**config.mk**
```make
export PLATFORM = sky130hd
export DESIGN_NAME = timed_on_off_light_controller_top
export DESIGN_NICKNAME = d
export VERILOG_FILES = /design/src/hw/rtl/tolc_pkg.sv /design/src/hw/rtl/timed_on_off_light_controller_top.sv /design/src/hw/rtl/tolc_step.sv
export SDC_FILE = /design/constraint.sdc
export NUM_CORES = 1
export LEC_CHECK = 0
export CAP_MARGIN = 20
export CORE_MARGIN = 5
export CORE_UTILIZATION = 44
export CTS_CLUSTER_SIZE = 24
export DETAILED_ROUTE_END_ITERATION = 8
export DONT_BUFFER_PORTS = 1
export PLACE_DENSITY_LB_ADDON = 0.25
export RECOVER_POWER = 100
export SETUP_SLACK_MARGIN = 0.4
export SYNTH_ARGS = -nofsm -noshare
export SYNTH_HDL_FRONTEND = slang
export SYNTH_SLANG_ARGS = --single-unit
export TNS_END_PERCENT = 5
```
**constraint.sdc**
```tcl
create_clock -name clk -period 4.7 [get_ports clk]
set_input_delay 0.235 -clock clk [delete_from_list [all_inputs] [get_ports clk]]
set_output_delay 0.235 -clock clk [all_outputs]
set_load 0.005 [all_outputs]
```
**src/hw/rtl/tolc_pkg.sv**
```systemverilog
// Shared types and codes for the timed on/off light controller.
package tolc_pkg;

  // Input item kinds
  localparam logic [3:0] KIND_OFF        = 4'd0;
  localparam logic [3:0] KIND_ON         = 4'd1;
  localparam logic [3:0] KIND_TOGGLE     = 4'd2;
  localparam logic [3:0] KIND_OFF_EFFECT = 4'd3;
  localparam logic [3:0] KIND_ON_RECALL  = 4'd4;
  localparam logic [3:0] KIND_ON_TIMED   = 4'd5;
  localparam logic [3:0] KIND_TICK       = 4'd6;
  localparam logic [3:0] KIND_WR_ON      = 4'd7;
  localparam logic [3:0] KIND_WR_WAIT    = 4'd8;
  localparam logic [3:0] KIND_LEVEL      = 4'd9;
  localparam logic [3:0] KIND_STARTUP    = 4'd10;

  // Result status codes
  localparam logic [1:0] ST_OK          = 2'd0;
  localparam logic [1:0] ST_CONSTRAINT  = 2'd1;
  localparam logic [1:0] ST_NOOP        = 2'd2;
  localparam logic [1:0] ST_EFFECT_FAIL = 2'd3;

  // Start-up modes
  localparam logic [1:0] SU_OFF    = 2'd0;
  localparam logic [1:0] SU_ON     = 2'd1;
  localparam logic [1:0] SU_TOGGLE = 2'd2;
  localparam logic [1:0] SU_KEEP   = 2'd3;

  // Configuration register indexes
  localparam logic [1:0] CFG_STARTUP_MODE   = 2'd0;
  localparam logic [1:0] CFG_STARTUP_IS_OTA = 2'd1;
  localparam logic [1:0] CFG_DEFAULT_ON_OFF = 2'd2;

  localparam int unsigned CFG_IDX_W  = 2;
  localparam int unsigned CFG_DATA_W = 2;

  // Time limits
  localparam logic [15:0] TIME_FOREVER = 16'hFFFF;
  localparam logic [15:0] TIME_ARG_MAX = 16'hFFFE;

  typedef struct packed {
    logic [3:0]  kind;
    logic [15:0] on_time_arg;
    logic [15:0] off_wait_arg;
    logic        accept_only_when_on;
    logic        effect_ok;
    logic        scene_recalled;
    logic [7:0]  effect_id;
    logic [7:0]  effect_variant;
    logic        level_on;
  } in_item_t;

  typedef struct packed {
    logic [1:0]  status;
    logic        light_on;
    logic [15:0] on_time_now;
    logic [15:0] off_wait_now;
    logic        scene_control_now;
    logic        timer_running;
    logic        invalidate_scenes;
    logic        store_scene;
    logic        trigger_effect;
    logic [7:0]  effect_id_out;
    logic [7:0]  effect_variant_out;
  } out_item_t;

  typedef struct packed {
    logic        lamp;
    logic [15:0] ron;
    logic [15:0] rwait;
    logic        scene_ctl;
  } lamp_state_t;

  typedef struct packed {
    logic [1:0] startup_mode;
    logic       startup_is_ota;
    logic       default_on_off;
  } cfg_t;

endpackage

```
**src/hw/rtl/timed_on_off_light_controller_top.sv**
```systemverilog
// Top level of the timed on/off light controller: registers, handshakes, config.
// The controller keeps the lamp on/off state, the remaining on-time and
// off-wait time (tenths of a second) and the global scene control flag, and
// turns each accepted command, tick, time write, level set or startup event
// into exactly one result carrying the new state, a status and the scene and
// effect request flags. An accepted item is held in an input register, goes
// through the combinational next-state logic and lands in the result register
// together with the state update, where it waits until it transfers. A new
// item is taken every cycle while the result side does not stall, and the
// state register, updated on each advance, sets that throughput.
// The result register and the input register part the two channels: the block
// keeps taking an item while a finished result waits, and stalls its input
// only when both registers are full and the result side is stalled.
// Configuration writes take effect on the next item; write them only while
// the block is idle.
module timed_on_off_light_controller_top (
  input  logic                                clk,
  input  logic                                rst_n,
  input  logic                                in_valid,
  output logic                                in_stall,
  input  tolc_pkg::in_item_t                  in_data,
  output logic                                out_valid,
  input  logic                                out_stall,
  output tolc_pkg::out_item_t                 out_data,
  input  logic                                cfg_we,
  input  logic [tolc_pkg::CFG_IDX_W-1:0]      cfg_idx,
  input  logic [tolc_pkg::CFG_DATA_W-1:0]     cfg_wdata
);

  logic                  in_vld_r;
  tolc_pkg::in_item_t    in_item_r;
  logic                  out_vld_r;
  tolc_pkg::out_item_t   out_item_r;
  tolc_pkg::lamp_state_t state_r;
  tolc_pkg::lamp_state_t state_nxt;
  tolc_pkg::out_item_t   res_nxt;
  tolc_pkg::cfg_t        cfg_r;
  logic                  adv;
  logic                  in_xfer;

  // Advance the held item when the result slot is free or being drained.
  assign adv      = in_vld_r && (!out_vld_r || !out_stall);
  assign in_stall = in_vld_r && !adv;
  assign in_xfer  = in_valid && !in_stall;

  assign out_valid = out_vld_r;
  assign out_data  = out_item_r;

  tolc_step u_step (
    .item (in_item_r),
    .cur  (state_r),
    .cfg  (cfg_r),
    .nxt  (state_nxt),
    .res  (res_nxt)
  );

  // Input register: load on transfer, drop when advanced.
  always_ff @(posedge clk) begin
    if (!rst_n) begin
      in_vld_r <= 1'b0;
    end else if (in_xfer) begin
      in_vld_r <= 1'b1;
    end else if (adv) begin
      in_vld_r <= 1'b0;
    end
  end

  always_ff @(posedge clk) begin
    if (in_xfer) begin
      in_item_r <= in_data;
    end
  end

  // Result register: hold while stalled, clear after the transfer.
  always_ff @(posedge clk) begin
    if (!rst_n) begin
      out_vld_r <= 1'b0;
    end else if (adv) begin
      out_vld_r <= 1'b1;
    end else if (!out_stall) begin
      out_vld_r <= 1'b0;
    end
  end

  always_ff @(posedge clk) begin
    if (adv) begin
      out_item_r <= res_nxt;
    end
  end

  // Controller state advances together with the result register.
  always_ff @(posedge clk) begin
    if (!rst_n) begin
      state_r.lamp      <= 1'b0;
      state_r.ron       <= '0;
      state_r.rwait     <= '0;
      state_r.scene_ctl <= 1'b1;
    end else if (adv) begin
      state_r <= state_nxt;
    end
  end

  // Configuration registers; indexes past the list are ignored.
  always_ff @(posedge clk) begin
    if (!rst_n) begin
      cfg_r.startup_mode   <= tolc_pkg::SU_KEEP;
      cfg_r.startup_is_ota <= 1'b0;
      cfg_r.default_on_off <= 1'b0;
    end else if (cfg_we) begin
      unique case (cfg_idx)
        tolc_pkg::CFG_STARTUP_MODE:   cfg_r.startup_mode   <= cfg_wdata[1:0];
        tolc_pkg::CFG_STARTUP_IS_OTA: cfg_r.startup_is_ota <= cfg_wdata[0];
        tolc_pkg::CFG_DEFAULT_ON_OFF: cfg_r.default_on_off <= cfg_wdata[0];
        default: begin
        end
      endcase
    end
  end

  // The shown result always mirrors the committed state.
  a_out_matches_state: assert property (@(posedge clk) disable iff (!rst_n)
    out_vld_r |-> (out_item_r.light_on == state_r.lamp &&
                   out_item_r.on_time_now == state_r.ron &&
                   out_item_r.off_wait_now == state_r.rwait &&
                   out_item_r.scene_control_now == state_r.scene_ctl))
    else $error("result register out of step with state");

  // Effect fields are zero unless an effect is requested.
  a_effect_fields: assert property (@(posedge clk) disable iff (!rst_n)
    (out_vld_r && !out_item_r.trigger_effect) |->
      (out_item_r.effect_id_out == 8'd0 && out_item_r.effect_variant_out == 8'd0))
    else $error("effect fields set without trigger");

  // Store and trigger travel together.
  a_store_with_trigger: assert property (@(posedge clk) disable iff (!rst_n)
    out_vld_r |-> (out_item_r.store_scene == out_item_r.trigger_effect))
    else $error("store_scene and trigger_effect disagree");

  // An advanced item shows up as a result on the next cycle.
  a_adv_yields_result: assert property (@(posedge clk) disable iff (!rst_n)
    adv |=> out_vld_r)
    else $error("advanced item produced no result");

endmodule

```
**src/hw/rtl/tolc_step.sv**
```systemverilog
// Next-state and result logic for one item of the light controller.
module tolc_step (
  input  tolc_pkg::in_item_t    item,
  input  tolc_pkg::lamp_state_t cur,
  input  tolc_pkg::cfg_t        cfg,
  output tolc_pkg::lamp_state_t nxt,
  output tolc_pkg::out_item_t   res
);

  logic [1:0]  status;
  logic        inv;
  logic        trig;
  logic        lamp;
  logic [15:0] ron;
  logic [15:0] rwait;
  logic        sc;
  logic        was_on;
  logic        need_cur;
  logic [15:0] t_cur;
  logic [15:0] t_new;

  assign t_cur    = cur.lamp ? cur.ron : cur.rwait;
  assign need_cur = (t_cur != '0) && (t_cur != tolc_pkg::TIME_FOREVER);

  always_comb begin
    status = tolc_pkg::ST_OK;
    inv    = 1'b0;
    trig   = 1'b0;
    lamp   = cur.lamp;
    ron    = cur.ron;
    rwait  = cur.rwait;
    sc     = cur.scene_ctl;
    was_on = cur.lamp;
    unique case (item.kind)
      tolc_pkg::KIND_OFF: begin
        inv  = cur.lamp;
        lamp = 1'b0;
        ron  = '0;
      end
      tolc_pkg::KIND_ON: begin
        inv = !cur.lamp;
        if (!cur.lamp) begin
          rwait = '0;
        end
        lamp = 1'b1;
        sc   = 1'b1;
        if (cur.ron == '0) begin
          rwait = '0;
        end
      end
      tolc_pkg::KIND_TOGGLE: begin
        inv  = 1'b1;
        lamp = !cur.lamp;
        if (cur.lamp) begin
          ron = '0;
        end else begin
          rwait = '0;
          sc    = 1'b1;
        end
      end
      tolc_pkg::KIND_OFF_EFFECT: begin
        if (cur.scene_ctl) begin
          trig = 1'b1;
          if (!item.effect_ok) begin
            status = tolc_pkg::ST_EFFECT_FAIL;
          end else begin
            sc   = 1'b0;
            lamp = 1'b0;
            ron  = '0;
          end
        end else begin
          inv  = cur.lamp;
          lamp = 1'b0;
          ron  = '0;
        end
      end
      tolc_pkg::KIND_ON_RECALL: begin
        if (!cur.scene_ctl) begin
          if (!item.scene_recalled) begin
            if (!cur.lamp) begin
              rwait = '0;
            end
            lamp = 1'b1;
          end
          sc = 1'b1;
          if (cur.ron == '0) begin
            rwait = '0;
          end
        end
      end
      tolc_pkg::KIND_ON_TIMED: begin
        if (item.on_time_arg > tolc_pkg::TIME_ARG_MAX ||
            item.off_wait_arg > tolc_pkg::TIME_ARG_MAX) begin
          status = tolc_pkg::ST_CONSTRAINT;
        end else if (!(item.accept_only_when_on && !cur.lamp)) begin
          if (cur.rwait == '0 && !cur.lamp) begin
            lamp = 1'b1;
            sc   = 1'b1;
          end
          if (was_on) begin
            if (cur.ron == '0 || item.on_time_arg > cur.ron) begin
              ron = item.on_time_arg;
            end
            rwait = item.off_wait_arg;
          end else if (cur.rwait != '0) begin
            if (item.off_wait_arg < cur.rwait) begin
              rwait = item.off_wait_arg;
            end
          end else begin
            ron   = item.on_time_arg;
            rwait = item.off_wait_arg;
          end
        end
      end
      tolc_pkg::KIND_TICK: begin
        if (need_cur) begin
          if (cur.lamp) begin
            ron = cur.ron - 16'd1;
            if (ron == '0) begin
              rwait = '0;
              lamp  = 1'b0;
            end
          end else begin
            rwait = cur.rwait - 16'd1;
          end
        end
      end
      tolc_pkg::KIND_WR_ON: begin
        if (cur.ron == item.on_time_arg) begin
          status = tolc_pkg::ST_NOOP;
        end else begin
          ron = item.on_time_arg;
        end
      end
      tolc_pkg::KIND_WR_WAIT: begin
        if (cur.rwait == item.off_wait_arg) begin
          status = tolc_pkg::ST_NOOP;
        end else begin
          rwait = item.off_wait_arg;
        end
      end
      tolc_pkg::KIND_LEVEL: begin
        lamp = item.level_on;
        if (!item.level_on) begin
          ron = '0;
        end else if (cur.ron == '0) begin
          rwait = '0;
        end
      end
      tolc_pkg::KIND_STARTUP: begin
        lamp = cfg.default_on_off;
        if (!cfg.startup_is_ota) begin
          unique case (cfg.startup_mode)
            tolc_pkg::SU_OFF:    lamp = 1'b0;
            tolc_pkg::SU_ON:     lamp = 1'b1;
            tolc_pkg::SU_TOGGLE: lamp = !cfg.default_on_off;
            tolc_pkg::SU_KEEP:   lamp = cfg.default_on_off;
            default:             lamp = cfg.default_on_off;
          endcase
        end
      end
      default: begin
        // unused kinds leave the state alone
      end
    endcase
  end

  assign t_new = lamp ? ron : rwait;

  always_comb begin
    nxt.lamp      = lamp;
    nxt.ron       = ron;
    nxt.rwait     = rwait;
    nxt.scene_ctl = sc;

    res.status             = status;
    res.light_on           = lamp;
    res.on_time_now        = ron;
    res.off_wait_now       = rwait;
    res.scene_control_now  = sc;
    res.timer_running      = (t_new != '0) && (t_new != tolc_pkg::TIME_FOREVER);
    res.invalidate_scenes  = inv;
    res.store_scene        = trig;
    res.trigger_effect     = trig;
    res.effect_id_out      = trig ? item.effect_id : 8'd0;
    res.effect_variant_out = trig ? item.effect_variant : 8'd0;
  end

endmodule

```
==> Yosys cells after proc, flatten, opt, wreduce, memory -nomap -nowiden <==
Index checks and enable logic that the tools add are counted.
{ "totals": {"inputBits": 65, "out_inout_bits": 58, "reg_bits": 151} }
{ "classes": {"muxes": 66, "magnitude_cmp": 4, "addsub": 2, "eq_ne": 20, "reduce_logical": 30} }
{ "ops": {"columns": ["op", "count"], "rows": [
  ["$mux W16", 30],
  ["$pmux W16 S7", 2],
  ["$logic_not A16 Y1", 3],
  ["$reduce_bool A16 Y1", 3],
  ["$eq A16 B16 Y1", 2],
  ["$gt A16 B16 Y1 const B", 2],
  ["$ne A16 B16 Y1 const B", 2],
  ["$sub A16 B1 Y16 const B", 2],
  ["$mux W1", 25],
  ["$eq A4 B3 Y1 const B", 4],
  ["$gt A16 B16 Y1", 1],
  ["$lt A16 B16 Y1", 1],
  ["$eq A4 B4 Y1 const B", 3],
  ["$pmux W1 S4", 3],
  ["$pmux W1 S9", 1],
  ["$eq A4 B2 Y1 const B", 2],
  ["$mux W2", 4],
  ["$pmux W2 S4", 1],
  ["$logic_and A1 B1 Y1", 7],
  ["$eq A2 B2 Y1 const B", 3],
  ["$logic_not A1 Y1", 6],
  ["$reduce_and A2 Y1", 3],
  ["$eq A2 B1 Y1 const B", 2],
  ["$eq A4 B1 Y1 const B", 1],
  ["other kinds (6)", 9]
]} }

==> Depth between registers and ports, before layout <==
Gate-level depths: netlist (run 1).
{ "logic_depth": {"ltp_word": 10, "ltp_mapped": 16, "depth_no_buf": 14} }

==> By module <==
Synthesis (run 1) repeated with hierarchy kept, for this count alone.
{ "unflattened": {"cells_unflattened": 908, "area_unflattened_um2": 9014.9} }
{ "modules_own_cells": {"columns": ["module", "n_inst", "area_per_inst_um2", "cells_per_inst"], "rows": [
  ["timed_on_off_light_controller_top", 1, 5016.1, 286],
  ["tolc_step", 1, 3998.8, 622]
]} }

==> Least setup slack after synthesis (run 1) <==
Ideal clock, no wire load.
{ "synth_path": {"path_kind": "flip-flop to flip-flop", "start": "reg state_r[29] (netlist bit)", "end": "reg out_item_r (netlist bit out_data[19]) (data pin)", "arrival_time_ns": 3.374, "path_buffers": 1, "required_ns": 4.428, "setup_ns": 0.272, "stages_incl_launch_ff": 14, "setup_slack_ns": 1.054, "path_cell_list": "dfxtp_1 -> clkbuf_1 -> inv_1 -> ha_1 -> nand4_1 -> or4_1 -> o311a_1 -> a21oi_2 -> o21bai_1 -> a221oi_1 -> nand4_1 -> or4_1 -> a211oi_2 -> a21oi_1"} }
{ "synth_rtl": {"columns": ["element", "line", "rtl"], "rows": [
  ["start, declared", "timed_on_off_light_controller_top.sv:34", "tolc_pkg::lamp_state_t state_r;"],
  ["start signal, assigned", "timed_on_off_light_controller_top.sv:99", "state_r <= state_nxt;"],
  ["end signal, assigned", "timed_on_off_light_controller_top.sv:87", "out_item_r <= res_nxt;"],
  ["end, declared", "timed_on_off_light_controller_top.sv:33", "tolc_pkg::out_item_t out_item_r;"]
]} }

==> flow_metrics.env, run 1 <==
export IMPL_dr_pass1_iters=7
export IMPL_clock_path_buffers=2
export IMPL_dr_wl_met2_um=12100
export IMPL_wl_met1_um=12600
export IMPL_cts_clk_slew_worst_paths_ns=0.07
export IMPL_die_height_um=150
export IMPL_worstSetupStartpointType="flop"
export IMPL_synth_top_area_share_pct=38.6
export IMPL_ys_ff_latch=151
export IMPL_synth_compound_area_share_pct=18.0
export IMPL_syn_area_sq_um=8630
export IMPL_core_area_sq_um=19400
export IMPL_synth_top_cell_by_area="edfxtp_1"
export IMPL_placementRows=51
export IMPL_synthArstFlopShare_pct=0
export IMPL_grt_max_degree=58
export IMPL_place_inst=1155
export IMPL_clock_root_buffer="clkbuf_16"
export IMPL_dr_wl_met3_um=2690
export IMPL_drv_slew=102
export IMPL_status="finished with violations"
export IMPL_rrSetupSlack_ns=0.50
export IMPL_cap_viol_max_count=2
export IMPL_initial_core_util_pct=44.5
export IMPL_io_pins=123
export IMPL_finalSetupTns_ns=0
export IMPL_avgViaCountPerCell=6.14
export IMPL_relSlewSlack_pct=-104
export IMPL_p_seq_share_pct=42.8
export IMPL_cts_sinks=151
export IMPL_wl_per_cell_um=22.5
export IMPL_fmax_mhz=238
export IMPL_diodes=0
export IMPL_synth_edf_count=111
export IMPL_finalNetCount=1076
export IMPL_synth_avg_cell_area_sq_um=9.82
export IMPL_insertion_delay_ns=0.44
export IMPL_fp_dieW_um=150
export IMPL_hold_violations=0
export IMPL_hp_class="primary input to flop"
export IMPL_arrival_ns=4.38
export IMPL_max_vdd_ir_drop_mv=0.258
export IMPL_dr_max_layer_used="met4"
export IMPL_portBuffers=0
export IMPL_wl_um=28100
export IMPL_drt_iter0_markers=1022
export IMPL_criticalPathCategory="flop to flop"
export IMPL_synth_xor_area_share_pct=0.609
export IMPL_netSwitchingFraction_pct=30.2
export IMPL_finalNonFillerCells=1252
export IMPL_ant_nets=0
export IMPL_grt_pass1_wl_um=42900
export IMPL_gp_congestion=1.04
export IMPL_track_usage_pct=25.0
export IMPL_p_leak_nw=3.86
export IMPL_violations="max-capacitance violations, max-slew violations"
export IMPL_power_density_nw_per_um2=356
export IMPL_worstPathRequired_ns=4.87
export IMPL_yosys_area_share_simple_pct=21.6
export IMPL_power_switching_mw=1.12
export IMPL_synth_top_family_by_area="simple AND/OR/NAND/NOR gates"
export IMPL_htree_levels=4
export IMPL_rsz0062_at_grt="false"
export IMPL_num_vias=7687
export IMPL_yosys_area_share_adder_pct=5.36
export IMPL_synth_ff_type="edfxtp_1"
export IMPL_final_layout_size_suffix_gt1_share_pct=11.3
export IMPL_synth_area_top_cells="edfxtp_1 (39%), dfxtp_1 (9.3%), ha_1 (5.4%)"
export IMPL_ys_seq_area_share_pct=47.9
export IMPL_clkPwrFrac_pct=39.4
export IMPL_setup_viol=0
export IMPL_clock_skew_final_ns=0.0101
export IMPL_min_period_ns=4.20
export IMPL_combPwrFrac_pct=17.8
export IMPL_gr_total_overflow=0
export IMPL_syn_to_final_growth_pct=20.5
export IMPL_p_int_mw=2.59
export IMPL_cts_tree="done"
export IMPL_synth_cell_type_count=78
export IMPL_syn_num_nets=981
export IMPL_cts_buffers=17
export IMPL_worstMarginPinSlew_ns=3.06
export IMPL_drcViolationCount=0
export IMPL_grt_pass1_vias=7300
export IMPL_finalCritPeriodShare_pct=89.5
export IMPL_antenna_found_initial=0
export IMPL_crit_path_end_kind="flop"
export IMPL_yosysWarnings=0
export IMPL_die_area_sq_um=22500
export IMPL_dpl_hpwl_um=20600
export IMPL_cp_max_fo=10
export IMPL_netlist_instances=879
export IMPL_fillers=1764
export IMPL_finalPower_mw=3.71
export IMPL_synthMuxAreaShare_pct=0.826
-- worst paths after layout --
| kind | depth (start not counted) | start | endpoint |
|---|---|---|---|
| worst min register to register | 2 | in_vld_r | out_valid |
| worst max register to register | 13 | state_r[15] | out_data[19] |
| worst max-delay path | 13 | state_r[15] | out_data[19] |
| worst min-delay path | 3 | cfg_idx[0] | cfg_r[1] |
-- critical path, stage by stage (launching register included) --
cell and delay (ns):
dfxtp_1 0.56, inv_1 0.17, ha_1 0.32, and4_1 0.23, nand3_1 0.13, a21oi_1 0.06
or3b_2 0.48, o211ai_1 0.54, clkbuf_1 0.31, a2bb2oi_1 0.17, a221oi_1 0.42, a41oi_1 0.17
a2111oi_0 0.32, a21oi_1 0.07
-- placed cells by master (no fill, tap or decap), drive strengths merged, types with 9 or more instances in the layout --
master / count
dlygate4sd3: 61
nand3: 27
ha: 37
nor2: 75
a221oi: 11
nor4: 23
inv: 72
buf: 53
edfxtp: 111
clkbuf: 30
or4: 9
nand2: 60
a21oi: 52
nor3: 26
nand4: 39
o21ai: 43
dfxtp: 40
and2: 22
a211oi: 33
-- layer usage --
| layer | GRT usage, % | up-vias |
|---|---|---|
| met5 | 0 | - |
| met4 | 7.78 | 0 |
| met3 | 5.27 | 53 |
| met2 | 37.0 | 448 |
| met1 | 36.6 | 3640 |
| li1 | - | 3546 |
-- metrics by stage --
step	setup slack (ns)	area, sq um	utilization (%)	hold slack (ns)
global route	0.236	10400	53.6	0.0816
detailed placement	0.457	9190	47.4	0.302
global placement	0.525	9190	47.4	0.299
floorplan	1.05	8630	-	0.297
finish	0.495	10400	53.6	0.0719
CTS	0.447	10400	53.7	0.0544
-- layout make-up --
class | count | area [sq um] | area share (%)
Clock inverter | 15 | 200 | 1.92
Multi-Input combinational cell | 613 | 4010 | 38.6
Inverter | 64 | 241 | 2.32
Timing Repair Buffer | 127 | 1060 | 10.2
Clock buffer | 17 | 425 | 4.09
Sequential cell | 151 | 4140 | 39.8
Tap cell | 265 | 332 | 3.19
-- state kept, by name, indices dropped and copies added, names as in the netlist --
name and count:
out_data 55, out_valid 1, cfg_r 4, in_item_r 56, state_r 34, in_vld_r 1
-- synthesized netlist by cell type (4+ instances only) --
cell type and number:
edfxtp_1 111, nor2_1 75, inv_1 61, nand2_1 59, a21oi_1 51, dfxtp_1 40
o21ai_0 40, nand4_1 39, ha_1 37, a211oi_1 32, nand3_1 25, clkbuf_1 24
nor3_1 24, and2_1 22, nor4_1 20, buf_2 17, a221oi_1 9, or4_1 9
a22oi_1 8, nand2b_1 8, o211ai_1 8, o31ai_1 8, a31oi_1 7, a221o_1 6
a2bb2oi_1 6, and4_1 6, mux2i_1 6, nor2b_1 6, nor3b_1 6, or2_2 6
xnor2_1 6, o22ai_1 5, or3_1 5, and3_1 4, buf_6 4, nand3b_1 4
nand4b_1 4, nor4b_1 4
-- power groups by stage --
stage               clock network [mW]  logic (mW)  registers (mW)
floorplan                            0       0.420            1.58
global placement                     0       0.606            1.61
detailed placement                   0       0.601            1.61
CTS                               1.49       0.645            1.58
global route                      1.55       0.712            1.59
finish                            1.46       0.658            1.59
-- logic make-up after synthesis --
group | after synthesis
xor+xnor | 6
simple gates | 338
fa+ha+maj | 37
compound gates | 225
flops | 151
buf+inv | 115
mux | 7
-- timing repair --
| action | 4_1_cts | 5_1_grt |
|---|---|---|
| hold endpoints to repair | 63 | 0 |
| buffers inserted | 0 | 4 |
| setup endpoints to repair | 0 | 1 |
| hold buffers | 61 | 0 |
| gates resized for setup | 0 | 10 |
Note: power is estimated with default switching activity, not from simulation.
==> inputs of run 2 (changes only) <==
REMOVE_ABC_BUFFERS = 1   (was not set)
SYNTH_HIERARCHICAL = 1   (was not set)
==> run 2 against run 1 <==
Net effect: the flow still finishes with violations (max-capacitance violations, max-slew violations); maximum frequency fell by 2.5%; sequential power barely moved; combinational power fell by 28%; clock skew rose by 0.0035 ns; sequential cell count rose by 1; highest routed layer unchanged.
==> flow_metrics.env, run 2 <==
export IMPL_hold_violations=0
export IMPL_num_vias=7527
export IMPL_antenna_found_initial=0
export IMPL_hp_class="primary input to flop"
export IMPL_clock_root_buffer="clkbuf_16"
export IMPL_avgViaCountPerCell=6.06
export IMPL_track_usage_pct=23.3
export IMPL_wl_per_cell_um=22.4
export IMPL_multi_input_area_sq_um=4160
export IMPL_worstPathRequired_ns=4.84
export IMPL_insertion_delay_ns=0.43
export IMPL_synth_area_top_cells="edfxtp_1 (37%), dfxtp_1 (8.9%), ha_1 (5.1%)"
export IMPL_cp_slowest_cell="a221oi_1"
export IMPL_htree_levels=4
export IMPL_crit_path_end_kind="flop"
export IMPL_synth_edf_count=112
export IMPL_syn_to_final_growth_pct=16.5
export IMPL_cts_sinks=152
export IMPL_clock_path_buffers=2
export IMPL_diodes=0
export IMPL_finalNetCount=1061
export IMPL_layout_commonest_cell="nand2_1"
export IMPL_rsz0062_at_grt="false"
export IMPL_fmax_mhz=232
export IMPL_dr_pass1_iters=8
export IMPL_cts_tree="done"
export IMPL_final_cell_mix="nand2_1 (114), edfxtp_1 (112), dlygate4sd3_1 (62), inv_1 (50), nand4_1 (42)"
export IMPL_fin_area_sq_um=10500
export IMPL_placementRows=52
export IMPL_gp_congestion=1.02
export IMPL_relSlewSlack_pct=-89.9
export IMPL_synth_cell_type_count=79
export IMPL_ys_seq_area_share_pct=46.2
export IMPL_criticalPathCategory="flop to flop"
export IMPL_ys_ff_latch=152
export IMPL_cp_buffers_inverters=1
export IMPL_worstSetupStartpointType="flop"
export IMPL_syn_area_sq_um=9010
export IMPL_fillers=1813
export IMPL_grt_pass1_vias=7356
export IMPL_yosysWarnings=6
export IMPL_grt_max_degree=72
export IMPL_wl_um=27800
export IMPL_fp_dieW_um=153
export IMPL_cap_viol_max_count=2
export IMPL_synth_common_cells="nand2_1 (114), edfxtp_1 (112), inv_1 (51), nand4_1 (42)"
export IMPL_initial_core_util_pct=44.6
export IMPL_die_height_um=153
export IMPL_synth_top_area_share_pct=37.3
export IMPL_worstMarginPinSlew_ns=2.84
export IMPL_gr_total_overflow=0
export IMPL_synth_top_cell_by_area="edfxtp_1"
export IMPL_synth_avg_cell_area_sq_um=9.93
export IMPL_path_delay_family="simple AND/OR/NAND/NOR gates"
export IMPL_io_pins=123
export IMPL_cp_max_fo=7
export IMPL_dpl_hpwl_um=20300
export IMPL_portBuffers=0
export IMPL_p_leak_nw=3.85
export IMPL_final_layout_size_suffix_gt1_share_pct=11.5
export IMPL_min_from="cfg_we"
export IMPL_die_area_sq_um=23500
export IMPL_ant_nets=0
export IMPL_finalCritPeriodShare_pct=91.8
export IMPL_core_area_sq_um=20200
export IMPL_finalSetupTns_ns=0
export IMPL_power_density_nw_per_um2=324
export IMPL_drt_iter0_markers=950
export IMPL_clock_skew_final_ns=0.0135
export IMPL_arrival_ns=4.45
export IMPL_seq_area_sq_um=4170
export IMPL_max_vdd_ir_drop_mv=0.238
export IMPL_violations="max-capacitance violations, max-slew violations"
export IMPL_drv_slew=75
export IMPL_crit_chain="inv_2 > ha_4 > or4b_4 > or4_1 > o41ai_4 > nand3_2 > o21ai_4 > nand2_1 > a221oi_1 > nand4_1 > a2bb2oi_1 > nor4b_2 > a41oi_1"
export IMPL_yosysMostFrequentCell="nand2_1"
export IMPL_postPlaceCellArea_sq_um=9210
export IMPL_setup_viol=0
export IMPL_synthArstFlopShare_pct=0
export IMPL_drcViolationCount=0
export IMPL_grt_pass1_wl_um=43100
export IMPL_cts_clk_slew_worst_paths_ns=0.07
export IMPL_reg2reg_from="state_r[2]"
export IMPL_netlist_instances=908
export IMPL_crit_path_start="state_r[2]"
export IMPL_status="finished with violations"
export IMPL_max_stage_delay_ns=0.63
export IMPL_cts_buffers=17
export IMPL_synth_ff_type="edfxtp_1"
export IMPL_min_period_ns=4.31
-- run 2: changes by cell type after synthesis, moves of 6 or more --
cell,previous run,this run
nor2_1,75,41
a22oi_1,8,2
a211oi_1,32,8
clkbuf_1,24,31
nand2_1,59,114
mux2i_1,6,36
inv_1,61,51
nor2b_1,6,15
nand3_1,25,18
buf_2,17,11
o21ai_0,40,31
buf_4,2,41
a21oi_1,51,28
-- run 2: area by class of cell --
cell class	instances	area share [%]
clock buffer	17	4.05
clock inverter	15	1.66
inverter	52	1.86
multi-input combinational	615	39.6
sequential	152	39.8
tap	270	3.22
timing repair buffer	121	9.84
-- run 2: logic make-up after synthesis --
family                     Yosys count  share of synthesized area, %
xor gates and xnor gates             7                         0.680
adders and majority gates           37                          5.14
muxes                               37                          4.12
DFF                                152                          46.2
and+or+nand+nor                    349                          20.1
AOI/OAI and AO/OA                  185                          15.4
buffers and inverters              141                          8.36
-- run 2: worst paths after layout --
path,endpoint,cells past startpoint,slack (ns)
max reg2reg,out_data[19],13,0.39
min,cfg_r[3],2,0.01
max,out_data[19],13,0.39
min reg2reg,cfg_r[1],2,0.49
-- run 2: layer usage --
metal / track usage (%) / wire, um
met1: 32.1 / 12200
met2: 35.9 / 12500
met5: 0 / 0
met4: 7.93 / 775
met3: 6.08 / 2400
-- run 2: power by group --
group	switching [mW]	total, mW	internal, mW	leakage (nW)
sequential	0.0592	1.57	1.51	1.41
combinational	0.279	0.472	0.193	2.15
clock	0.648	1.37	0.718	0.293
-- run 2: through the flow --
stage	power (mW)	worst slack (ns)	std cells	hold slack (ns)	utilization [%]
6_report	3.41	0.386	1242	0.0146	51.9
5_1_grt	3.54	0.233	1242	0.0121	51.9
4_1_cts	3.42	0.401	1238	0.00178	51.8
3_5_place_dp	1.99	0.211	1141	0.334	45.5
3_3_place_gp	1.99	0.396	1141	0.334	45.5
2_1_floorplan	1.84	0.656	819	0.324	-
-- run 2: repair_timing --
item,CTS,global route
endpoints found under the setup margin,1,1
pin swaps,3,8
hold endpoints to repair,95,0
setup buffers,2,4
gates resized for setup,3,23
hold buffers,63,0
